[config.mk]
export PLATFORM = sky130hd
export DESIGN_NAME = cpc_sqrt_cell
export DESIGN_NICKNAME = d
export VERILOG_FILES = /design/src/rtl/cpc_sqrt_cell.sv
export SDC_FILE = /design/constraint.sdc
export NUM_CORES = 1
export LEC_CHECK = 0
export BUFFER_PORTS_ARGS = -buffer_cell sky130_fd_sc_hd__buf_2
export CAP_MARGIN = 20
export CELL_PAD_IN_SITES_DETAIL_PLACEMENT = 0
export CELL_PAD_IN_SITES_GLOBAL_PLACEMENT = 1
export CORE_ASPECT_RATIO = 0.7
export CORE_MARGIN = 4
export CORE_UTILIZATION = 36
export DETAILED_ROUTE_END_ITERATION = 8
export MAX_ROUTING_LAYER = met4
export PLACE_DENSITY = 0.88
export RECOVER_POWER = 50
export SLEW_MARGIN = 10
export SYNTH_ARGS = -nofsm -noshare
export SYNTH_HDL_FRONTEND = slang
export SYNTH_SLANG_ARGS = --single-unit
[constraint.sdc]
create_clock -name clk -period 3.9 [get_ports clk]
set_input_delay 0.78 -clock clk [delete_from_list [all_inputs] [get_ports clk]]
set_output_delay 0.78 -clock clk [all_outputs]
set_load 0.05 [all_outputs]
[src/rtl/cpc_sqrt_cell.sv]
module cpc_sqrt_cell #(
  parameter int STEP = 0,
  parameter int SW   = 1
) (
  input  logic          clk,
  input  logic          rst,
  input  logic          in_valid,
  input  logic [63:0]   in_x,
  input  logic [63:0]   in_res,
  input  logic [SW-1:0] in_side,
  output logic          out_valid,
  output logic [63:0]   out_x,
  output logic [63:0]   out_res,
  output logic [SW-1:0] out_side
);

  localparam logic [63:0] BIT = 64'd1 << (62 - 2 * STEP);

  logic [63:0] trial;
  logic [63:0] x_next;
  logic [63:0] res_next;

  always_comb begin
    trial = in_res + BIT;
    if (in_x >= trial) begin
      x_next   = in_x - trial;
      res_next = (in_res >> 1) + BIT;
    end else begin
      x_next   = in_x;
      res_next = in_res >> 1;
    end
  end

  always_ff @(posedge clk) begin
    if (rst) begin
      out_valid <= 1'b0;
    end else begin
      out_valid <= in_valid;
    end
    out_x    <= x_next;
    out_res  <= res_next;
    out_side <= in_side;
  end

endmodule

==> impl_summary.log <==
INFO  metric outcome = finished clean
INFO  metric yosys_most_used_dff = dfxtp_1
INFO  metric required_time_reported_for_the_critical_path_endpoint = 4.21 ns
INFO  metric max-cap-violations = 0
INFO  metric firstDrtPassIters = 5
INFO  metric synth-simple-area-share = 0.154
INFO  metric tritoncts = built
INFO  metric floorplan.initialDensity = 0.371
INFO  metric worst-path-max-fanout = 4
INFO  metric setup_tns = 0 ns
INFO  metric synth-xor-area-share = 0.0755
INFO  metric holdCritPathClass = in2reg
INFO  metric critical_path.startpoint_type = primary input
INFO  metric final_critical_path_setup_slack = 0.370 ns
INFO  metric routedWlPerCell = 16.8 µm
INFO  metric drt_iter0_markers = 626
INFO  metric synth_seq_area_share = 0.350
INFO  metric drc = 0
INFO  metric tritoncts.num_buffers = 17
INFO  metric cts_root_buf = clkbuf_16
INFO  metric chipHeight = 128 µm
INFO  metric drtAntennaViolNets = 0
INFO  metric post_cts.repair.setup_buffers = 0
INFO  metric hold_ws = 0.457 ns
INFO  metric report.final.setup_viol = 0
INFO  metric place_congestion = 0.991
INFO  metric core_area = 20,000 µm²
INFO  metric timing.final.hold_violations = 0
INFO  metric final-seq-area = 2600 µm²
INFO  metric hp-start = in_side
INFO  metric rows = 43
INFO  metric synth_edf_count = 0
INFO  metric timing.critical_path.to_type = flip-flop
INFO  metric worst_slew_margin_rel = 0.568
INFO  metric fp.dieArea = 23,000 µm²
INFO  metric grt_start_max_net_pins = 92
INFO  metric synthCells = 933
INFO  metric dominant_combinational_cell_family_by_area_after_synthesis = compound AO/OA/AOI/OAI gates
INFO  metric ctsResizeCount = 0
INFO  metric place_worst_setup_slack = -0.0168 ns
INFO  metric worst_ir_drop_vdd = 0.000276 V
INFO  metric postSynth.asyncResetShare = 0
INFO  metric yosys.area_share.adder = 0.111
INFO  metric worstMarginPinSlew = 0.650 ns
INFO  metric detailed_place.area = 9090 µm²
INFO  metric mostFrequentLayoutCells = buf_2 (155), dfxtp_1 (130), nand2_1 (125)
INFO  metric synthesis.area_per_instance = 7.96 µm²
INFO  metric totalWireLength = 24,800 µm
INFO  metric finish.utilization = 0.483
INFO  metric syn_nets = 1,130
INFO  metric hold_fix_buffers_cts = 0
INFO  metric buffer_ports.inserted = 261
INFO  metric complex_gate_fraction_of_the_synthesized_area = 0.241
INFO  metric numClockSinks = 130
INFO  metric period_share = 0.905
INFO  metric timing.critical_path.arrival = 3.84 ns
INFO  metric layout-area-overhead-vs-synth = 30.0%
INFO  metric grt-ovfl-total = 0
INFO  metric static-leakage-power = 4.55 nW
INFO  metric postLayoutCellArea = 9660 µm²
INFO  metric path_class = in2reg
INFO  metric pin_count = 262
INFO  metric power.density = 548 nW/µm²
INFO  metric first_global_vias = 7,219
INFO  metric initial_antenna_violation_count = 0
INFO  metric clk_path_buf_depth = 2
INFO  metric ctsHtreeMaxLevel = 4
INFO  metric gr-usage-all-layers = 0.216
INFO  metric yosys_warn_count = 0
INFO  metric final_common_cell = buf_2
INFO  metric design.final.nets = 1,391
INFO  metric endpoint = out_x[54]$_DFF_P_
INFO  metric post_synth_num_cell_types = 57
INFO  metric clkSlewWorstSetupHoldPaths = 0.06 ns
INFO  metric unrepaired_setup_endpoints_after_global_routing = false
INFO  metric die-width = 180 µm
INFO  metric synth.mux.area_fraction = 0.00135
INFO  metric drive_gt1_frac = 0.186
INFO  metric maxSlewViolCount = 0
INFO  metric grt_pass1_wl = 38,700 µm
INFO  metric layout.filler_cells = 2,063
INFO  metric final_period_minus_worst_setup_slack = 3.53 ns
INFO  metric multiInputGateArea = 4330 µm²
INFO  metric dp.final_hpwl = 20,300 µm
INFO  metric detailroute.via_count = 7,505
INFO  metric syn-cell-area = 7430 µm²
INFO  metric vias_per_cell = 5.08
INFO  metric timing.fmax = 0.283 GHz
INFO  metric synth-seq-cells = 130
INFO  metric timing.critical_path.from = in_x[0]
INFO  metric antenna_cells_inserted = 0
## worst min path at each step
stage | endpoint | slack [ns] | cells past startpoint
after global routing | out_side$_DFF_P_ | 0.44 | 1
final | out_side$_DFF_P_ | 0.46 | 1
after floorplan | out_res[0]$_DFF_P_ | 0.81 | 0
after CTS | out_side$_DFF_P_ | 0.44 | 1
after global placement | out_side$_DFF_P_ | 0.88 | 1
after detailed placement | out_side$_DFF_P_ | 0.89 | 1
## cell families after synthesis
logic type	after synthesis
compound gates	298
xor+xnor	64
fa+ha+maj	65
buf+inv	125
flops	130
mux	1
simple gates	250
## critical path, cell delays in order
cell and delay [ns]:
buf_2 0.07, inv_1 0.04, ha_1 0.23, fa_1 0.43, nor2b_1 0.21, o221ai_1 0.22, a21oi_1 0.20, o21ai_1 0.13
a21bo_2 0.25, o31a_1 0.33, o31a_1 0.40, o31ai_2 0.29, xnor2_1 0.19, o21ai_2 0.07
## through the flow
stage / total power [mW] / instances
floorplan: 2.89 / 933
global route: 5.55 / 1477
detailed placement: 3.41 / 1445
CTS: 5.35 / 1477
finish: 5.30 / 1477
global placement: 3.41 / 1445
## synthesized netlist by cell type (4+ instances only)
library cell  number  area (µm²)
nand2_1          125         469
nor3_1            13        65.1
o21ai_0          105         526
nand3_1           14        70.1
nor2_1            36         135
inv_1             81         304
ha_1              64         801
clkbuf_1          22        82.6
a21oi_1           85         425
xor2_1            25         219
o21ai_1            9        45.0
a31oi_1           12        75.1
nand4_1           26         163
xnor2_1           39         342
o21a_1             8        60.1
a21o_1            29         218
o221ai_1           4        35.0
and3_1             6        37.5
o21bai_1          11        82.6
nand2b_1           8        50.1
nor2b_1           10        62.6
buf_2             18        90.1
dfxtp_1          130        2600
## report_power, final
group	switching [mW]	total [mW]	internal, mW
logic	1.31	1.82	0.510
clock network	0.639	1.92	1.29
registers	0.0475	1.55	1.50
total	2.00	5.30	3.30
## cell type report
class | count | area share
clock buffer | 20 | 0.0462
clock inverter | 12 | 0.0262
inverter | 81 | 0.0315
multi-input combinational | 678 | 0.448
sequential | 130 | 0.269
tap | 270 | 0.0350
timing repair buffer | 286 | 0.144
## state kept, by name, summed over array words and instances, names as in the netlist
register	count
out_res	64
out_x	64
out_side	1
out_valid	1
## routing by layer
| metal | vias to the layer above | part of all wire | global-route usage |
|---|---|---|---|
| li1 | 3766 | - | - |
| met2 | 324 | 0.38 | 0.282 |
| met1 | 3398 | 0.52 | 0.324 |
| met3 | 17 | 0.086 | 0.0652 |
| met4 | 0 | 0.0080 | 0.0425 |
| met5 | - | 0 | - |
Power figures use the tool's default switching activity.
