File: config.mk
export PLATFORM = sky130hd
export DESIGN_NAME = cpc_div_cell
export DESIGN_NICKNAME = d
export VERILOG_FILES = /design/src/rtl/cpc_pkg.sv /design/src/rtl/cpc_div_cell.sv
export SDC_FILE = /design/constraint.sdc
export NUM_CORES = 1
export LEC_CHECK = 0
export BUFFER_PORTS_ARGS = -buffer_cell sky130_fd_sc_hd__clkbuf_2
export CORE_MARGIN = 8
export CORE_UTILIZATION = 44
export DETAILED_ROUTE_END_ITERATION = 8
export PLACE_DENSITY_LB_ADDON = 0.1
export REMOVE_ABC_BUFFERS = 1
export SYNTH_ARGS = -nofsm -noshare
export SYNTH_HDL_FRONTEND = slang
export SYNTH_SLANG_ARGS = --single-unit
File: constraint.sdc
create_clock -name clk -period 3.2 [get_ports clk]
set_input_delay 0.16 -clock clk [delete_from_list [all_inputs] [get_ports clk]]
set_output_delay 0.16 -clock clk [all_outputs]
set_load 0.01 [all_outputs]
File: src/rtl/cpc_pkg.sv
package cpc_pkg;

  localparam int COORD_WIDTH_DEF = 16;
  localparam int SIZE_W          = 15;
  localparam int PEN_W           = 18;
  localparam int NORM_W          = 16;
  localparam int RS_W            = 16;
  localparam int SQRT_STEPS      = 32;
  localparam int DIV_BITS        = 15;
  // edges from the accepting edge to the edge at which done is sampled high
  localparam int LATENCY         = 3 + SQRT_STEPS + 1 + DIV_BITS + 1;

  localparam logic [1:0] KIND_CC = 2'd0;
  localparam logic [1:0] KIND_CB = 2'd1;
  localparam logic [1:0] KIND_BB = 2'd2;

  localparam logic signed [NORM_W-1:0] NORM_POS = 16'sd32767;
  localparam logic signed [NORM_W-1:0] NORM_NEG = -16'sd32767;
  localparam logic signed [PEN_W-1:0]  PEN_MAX  = 18'sd131071;
  localparam logic signed [PEN_W-1:0]  PEN_MIN  = -18'sd131072;

  // results that need no root (box pairs and the unused selector), plus the circle flag and radius sum
  typedef struct packed {
    logic                     circ;
    logic                     fhit;
    logic signed [PEN_W-1:0]  fpen;
    logic signed [NORM_W-1:0] fnx;
    logic signed [NORM_W-1:0] fny;
    logic [RS_W-1:0]          rs;
  } cpc_fix_t;

endpackage

File: src/rtl/cpc_div_cell.sv
module cpc_div_cell #(
  parameter int SH = 0,
  parameter int SW = 1
) (
  input  logic                         clk,
  input  logic                         rst,
  input  logic                         in_valid,
  input  logic [63:0]                  in_rem_x,
  input  logic [63:0]                  in_rem_y,
  input  logic [31:0]                  in_l,
  input  logic [cpc_pkg::DIV_BITS-1:0] in_qx,
  input  logic [cpc_pkg::DIV_BITS-1:0] in_qy,
  input  logic [SW-1:0]                in_side,
  output logic                         out_valid,
  output logic [63:0]                  out_rem_x,
  output logic [63:0]                  out_rem_y,
  output logic [31:0]                  out_l,
  output logic [cpc_pkg::DIV_BITS-1:0] out_qx,
  output logic [cpc_pkg::DIV_BITS-1:0] out_qy,
  output logic [SW-1:0]                out_side
);

  logic [63:0]                  dsh;
  logic [63:0]                  rem_x_next;
  logic [63:0]                  rem_y_next;
  logic [cpc_pkg::DIV_BITS-1:0] qx_next;
  logic [cpc_pkg::DIV_BITS-1:0] qy_next;

  always_comb begin
    dsh        = 64'(in_l) << SH;
    rem_x_next = in_rem_x;
    rem_y_next = in_rem_y;
    qx_next    = in_qx;
    qy_next    = in_qy;
    if (in_rem_x >= dsh) begin
      rem_x_next  = in_rem_x - dsh;
      qx_next[SH] = 1'b1;
    end
    if (in_rem_y >= dsh) begin
      rem_y_next  = in_rem_y - dsh;
      qy_next[SH] = 1'b1;
    end
  end

  always_ff @(posedge clk) begin
    if (rst) begin
      out_valid <= 1'b0;
    end else begin
      out_valid <= in_valid;
    end
    out_rem_x <= rem_x_next;
    out_rem_y <= rem_y_next;
    out_l     <= in_l;
    out_qx    <= qx_next;
    out_qy    <= qy_next;
    out_side  <= in_side;
  end

endmodule

==> out/qor.txt, run 1 <==
most common cell after layout, fill and taps aside: clkbuf_2
antenna violations before repair: 6
vias per cell: 5.30
period utilization: 96.7%
Setup-failing EPs final: 0
H-tree levels: 4
Worst setup EP type: register
CP Buf/Inv Count: 3
Clock power frac: 32.1%
Slew headroom: 51.6%
Die Wd: 168 µm
Area Growth Syn to Fin: 47.8%
Routed Antenna Nets: 0
Util after Layout: 66.1%
Initial Util: 44.7%
Detailed Place HPWL: 30100 µm
Seq pwr share: 40.0%
Hold Slack: 0.0228 ns
post-layout net count: 2012
Distinct cells, synth: 73
Synth Register Bits: 192
final slew viol count: 0
NetSw: 2.28 mW
CP required: 3.53 ns
total CTS buffers: 17
Startpoint Class: input port
Hold Violations, Final: 0
Gate power share: 27.9%
GPL Wtd Cong: 0.915
Worst EP arrival: 3.42 ns
row cnt: 55
post-synthesis cell count: 1184
CTS Buffer Depth: 2
grt total ovfl: 0
WS Path Type: input port to register
Iter 0 DRT Violations: 670
vias post-DR: 10900
number of synthesized flops with an enable pin: 0
pwr/cell area: 459 nW/µm²
register area share after synthesis: 38.0%
Hold Crit Class: input port to register
Total GRT Usage: 26.9%
# IOs: 386
Syn Area/Cell: 8.55 µm²
Die Y: 168 µm
number of global-route vias before repair: 11100
CTS tree: built
fmax: 323 MHz
clock-pin transition on the worst setup and hold timing paths: 0.08 ns
core area: 22600 µm²
I/O Buffers: 385
Die ar.: 28100 µm²
Worst path top cell family by delay: simple AND/OR/NAND/NOR gates
WL/cell: 19.1 µm
root buffer cell: clkbuf_16
Sink Count: 192
Max-Cap Viols: 0
Worst path max stage delay: 0.53 ns
fin crit period: 3.09 ns
largest net degree at the start of global routing: 62
first-pass GRT wire length: 60700 µm
CP max-delay cell: dlygate4sd3_1
Internal Power: 4.59 mW
Synth warnings: 0
DRC: 0
slew of the pin with the lowest slew margin: 0.720 ns
Critical Path, Cell by Cell: dlygate4sd3_1, clkbuf_2, inv_1, ha_1, and4_1, a211oi_2, nor2_1, o311ai_1, a211o_1, and4b_4, or3b_1, xnor2_1
total power: 6.87 mW
Max VDD drop: 0.337 mV
top_reg_cell synth: dfxtp_1
outcome: complete, no violations
Sw Share: 33.2%
first-pass iteration count of the detailed router: 5
Post-Route WL: 39200 µm
asr flop ratio synth: 0%
Mapped Area: 10100 µm²
CP max FO: 8
share of cells above drive strength 1: 27.2%
Pleak: 6.80 nW
most frequent cells in the layout: 385 x clkbuf_2, 192 x dfxtp_1, 184 x dlygate4sd3_1
flip-flops by register name, summed over array words and instances (netlist names):
register and cells:
out_side 1, out_qy 15, out_rem_y 64, out_rem_x 64, out_valid 1, out_qx 15
out_l 32
cell type report:
cell class                 instances  area, µm²
antenna                            5       12.5
clock buffer                      18        439
clock inverter                    14        161
fill                            1928       7680
inverter                          57        214
multi-input combinational        894       6000
sequential                       192       3840
tap                              285        357
timing repair buffer             590       3930
cells by family (layout without fill, tap and decap cells):
kind of cell | Yosys count | after routing | synth area share (%)
other cells | 0 | 5 | 0
mux | 5 | 5 | 0.544
simple gates | 400 | 400 | 20.1
compound gates | 300 | 301 | 18.6
xor+xnor | 122 | 122 | 10.6
buf+inv | 99 | 679 | 3.96
fa+ha+maj | 66 | 66 | 8.31
flops | 192 | 192 | 38.0
layer usage:
layer / track usage (%) / vias to the layer above / share of wire (%)
li1: - / 5386 / -
met5: 0 / - / 0.020
met1: 31.5 / 4980 / 41
met2: 47.0 / 455 / 49
met3: 6.16 / 59 / 7.1
met4: 10.4 / 2 / 3.0
synth_stat cells, types with 3 or more instances:
cell type / count / area share (%)
nand3b_1: 4 / 0.30
dfxtp_1: 192 / 38
o21a_1: 12 / 0.89
and3_1: 9 / 0.56
clkbuf_1: 26 / 0.96
xnor2_1: 60 / 5.2
nor4b_1: 4 / 0.35
a21o_1: 23 / 1.7
o21ai_0: 97 / 4.8
a211oi_1: 11 / 0.82
inv_1: 57 / 2.1
a21boi_0: 3 / 0.22
buf_2: 14 / 0.69
o211ai_1: 17 / 1.3
or3_1: 18 / 1.1
a31oi_1: 8 / 0.49
a21oi_1: 77 / 3.8
nor2b_1: 5 / 0.31
nor3_1: 42 / 2.1
ha_1: 64 / 7.9
o2111ai_1: 5 / 0.43
nor4_1: 24 / 1.5
nand2b_1: 14 / 0.87
or2_2: 5 / 0.31
nand3_1: 21 / 1.0
nand4_1: 30 / 1.9
xor2_1: 62 / 5.4
nand2_1: 130 / 4.8
or4_1: 8 / 0.59
a211o_1: 4 / 0.35
mux2_2: 4 / 0.44
nand4b_1: 3 / 0.26
and4_1: 3 / 0.26
a41oi_1: 3 / 0.26
nor2_1: 61 / 2.3
o31ai_1: 4 / 0.30
and2_1: 4 / 0.25
o21bai_1: 13 / 0.96
a31o_2: 3 / 0.26
power groups by stage:
stage	logic (mW)	registers, mW	clock network, mW
2_1_floorplan	0.793	2.94	0
3_3_place_gp	1.69	2.80	0
3_5_place_dp	1.69	2.80	0
4_1_cts	1.88	2.75	2.25
5_1_grt	2.09	2.77	2.33
6_report	1.91	2.75	2.21
through the flow:
| stage | setup TNS, ns | worst slack, ns | cells | instance area [µm²] |
|---|---|---|---|---|
| after floorplan | -38.20 | -0.705 | 1142 | 9940 |
| after global placement | 0 | 0.154 | 1830 | 12400 |
| after detailed placement | 0 | 0.0840 | 1830 | 12400 |
| after CTS | 0 | 0.0157 | 2046 | 14800 |
| after global routing | -0.0131 | -0.00951 | 2055 | 15000 |
| final | 0 | 0.107 | 2055 | 15000 |
tightest hold or removal path: cells and delay by family:
family                 cells  cell delay [ns]
and+or+nand+nor            2             0.14
buffers and inverters      1             0.10
worst paths after layout:
kind	startpoint	end	slack, ns	cells after the start
setup / recovery	in_l[8]	out_rem_y[53]	0.11	12
hold / removal	in_rem_y[30]	out_rem_y[30]	0.02	3
what timing repair did:
action / 4_1_cts / 5_1_grt
hold buffers: 184 / 0
setup endpoints to repair: 0 / 33
resized for setup: 0 / 24
setup buffers: 0 / 3
endpoints found under the hold margin: 183 / 0
Power figures use the tool's default switching activity.
==> run 2, diff against run 1 <==
--- a/config.mk
+++ b/config.mk
@@ -7,8 +7,9 @@
 export LEC_CHECK = 0
 export BUFFER_PORTS_ARGS = -buffer_cell sky130_fd_sc_hd__clkbuf_2
 export CORE_MARGIN = 8
-export CORE_UTILIZATION = 44
+export CORE_UTILIZATION = 50
 export DETAILED_ROUTE_END_ITERATION = 8
+export MAX_ROUTING_LAYER = met4
 export PLACE_DENSITY_LB_ADDON = 0.1
 export REMOVE_ABC_BUFFERS = 1
 export SYNTH_ARGS = -nofsm -noshare
==> out/qor.txt, run 2 (synthesis results as in run 1) <==
first-pass GRT wire length: 59900 µm (-1.3%)
WHS Path Cells: 3 (unchanged)
period utilization: 95.3% (-1.4 points)
PnR worst setup slack: 0.150 ns (+0.0435 ns)
fmax: 328 MHz (+1.4%)
final slew viol count: 0 (unchanged)
Die ar.: 25100 µm² (-11%)
Worst EP arrival: 3.38 ns (-0.04 ns)
Pleak: 6.79 nW (-0.11%)
largest net degree at the start of global routing: 62 (unchanged)
Internal Power: 4.58 mW (-0.19%)
GPL Wtd Cong: 0.958 (+4.7%)
Initial Util: 50.5% (+5.8 points)
WS Path Type: input port to register
CTS Buffer Depth: 2 (unchanged)
outcome: complete, no violations
most common cell after layout, fill and taps aside: clkbuf_2
Gate power share: 28.0% (about the same)
slew of the pin with the lowest slew margin: 0.634 ns (-0.0862 ns)
Hold Crit Class: input port to register
root buffer cell: clkbuf_16
WL/cell: 19.2 µm (+0.57%)
Max VDD drop: 0.400 mV (+19%)
Post-Route WL: 39100 µm (-0.26%)
core area: 20000 µm² (-11%)
Area Growth Syn to Fin: 46.8%
area of the multi-input gates: 5920 µm² (-1.3%)
Startpoint Class: input port
FF/Latch Area: 3840 µm² (unchanged)
Hold Violations, Final: 0 (unchanged)
fin crit period: 3.05 ns (-0.0435 ns)
pwr/cell area: 461 nW/µm² (+0.32%)
CP required: 3.53 ns (about the same)
Iter 0 DRT Violations: 787 (+17%)
Largest regs: out_rem_x: 64 flops, out_rem_y: 64 flops, out_l: 32 flops
H-tree levels: 4 (unchanged)
Hold Slack: 0.00975 ns (-0.0131 ns)
Die Y: 158 µm (-5.6%)
worst hold path endpoint: out_rem_y[30]
NetSw: 2.26 mW (-0.72%)
Setup-failing EPs final: 0 (unchanged)
number of global-route vias before repair: 11300 (+1.9%)
first-pass iteration count of the detailed router: 5 (unchanged)
vias post-DR: 11200 (+2.7%)
clock-pin transition on the worst setup and hold timing paths: 0.07 ns (about the same)
# IOs: 386 (unchanged)
Die Wd: 158 µm (-5.6%)
Worst setup EP type: register
dpl ws: 0.0745 ns (-0.00952 ns)
I/O Buffers: 385 (unchanged)
antenna violations before repair: 5 (-1)
Total GRT Usage: 31.4% (+4.5 points)
Seq pwr share: 40.1% (about the same)
Post-CTS Setup Inserts: 0 (unchanged)
Routed Antenna Nets: 0 (unchanged)
total CTS buffers: 17 (unchanged)
most frequent cells in the layout: 385 x clkbuf_2, 192 x dfxtp_1, 184 x dlygate4sd3_1
CTS tree: built
Max-Cap Viols: 0 (unchanged)
Sw Share: 33.1% (-0.12 points)
Detailed Place HPWL: 29300 µm (-2.7%)
vias per cell: 5.48 (+3.6%)
grt total ovfl: 0 (unchanged)
hold_sp: in_rem_y[30]
Clock power frac: 31.9% (-0.2 points)
row cnt: 52 (-5.5%)
placed cell area: 12400 µm² (about the same)
Slew headroom: 57.4% (+5.8 points)
post-layout net count: 2010 (-0.099%)
CP max FO: 8 (unchanged)
fill count: 1525 (-21%)
Sink Count: 192 (unchanged)
Layout Cell Area excl Fill: 14900 µm² (-0.68%)
DRC: 0 (unchanged)
share of cells above drive strength 1: 26.5% (-0.65 points)
[run 2: changes by cell type in the layout (fill, tap and decap cells not counted), moves of 2 or more]
cell,before,now
a21oi_1,72,74
a21oi_2,5,3
clkinv_8,2,4
inv_12,2,0
o21ai_0,95,97
[run 2: how the worst max path moves through the flow]
stage          depth (start not counted)       endpoint         from  slack [ns]
2_1_floorplan                         10  out_rem_x[61]     in_l[31]       -0.71
3_3_place_gp                          11  out_rem_x[42]      in_l[0]        0.18
3_5_place_dp                          12  out_rem_x[63]  in_rem_x[0]        0.07
4_1_cts                               12  out_rem_x[63]  in_rem_x[1]        0.07
5_1_grt                               12  out_rem_x[42]  in_rem_x[1]       -0.01
6_report                              12  out_rem_y[30]     in_l[15]        0.15
[run 2: per-layer routing]
layer  routed length (µm)  global-route usage, %  up-vias
li1                     -                      -     5388
met1                15000                   35.0     5159
met2                19100                   53.1      519
met3                 3190                   5.97      111
met4                 1780                   16.2        0
met5                    0                      -        -
[run 2: timing repair]
action,4_1_cts,5_1_grt
setup endpoints to repair,0,34
endpoints found under the hold margin,183,0
hold buffers,184,0
gates resized for setup,0,10
[run 2: worst max-delay path, cell delays in order]
cell	delay, ns
dlygate4sd3_1	0.53
clkbuf_2	0.13
inv_1	0.09
ha_1	0.40
a211oi_1	0.27
nor2_1	0.09
or3b_2	0.44
a41oi_1	0.31
o21ai_0	0.20
o21ai_0	0.36
nor4b_1	0.30
nor3_1	0.08
[run 2: power by group through the flow]
stage          registers [mW]  clock network [mW]  logic [mW]
6_report                 2.75                2.18        1.91
5_1_grt                  2.77                2.31        2.07
4_1_cts                  2.74                2.23        1.88
3_5_place_dp             2.80                   0        1.68
3_3_place_gp             2.79                   0        1.67
2_1_floorplan            2.94                   0       0.793
[run 2: final cells by class]
type	instances	area share, %
repair buffers	589	26.4
clock inverters	14	1.09
clock buffers	18	2.96
inverters	57	1.44
multi-input cells	893	39.9
well taps	270	2.27
flip-flops and latches	192	25.9
diodes	5	0.0842
[run 2: metrics by stage]
step	cells	utilization (%)	setup TNS [ns]	power, mW
2_1_floorplan	1142	-	-38.20	3.73
3_3_place_gp	1817	61.7	0	4.47
3_5_place_dp	1817	61.7	0	4.48
4_1_cts	2033	73.9	0	6.85
5_1_grt	2038	74.2	-0.0291	7.15
6_report	2038	74.2	0	6.84
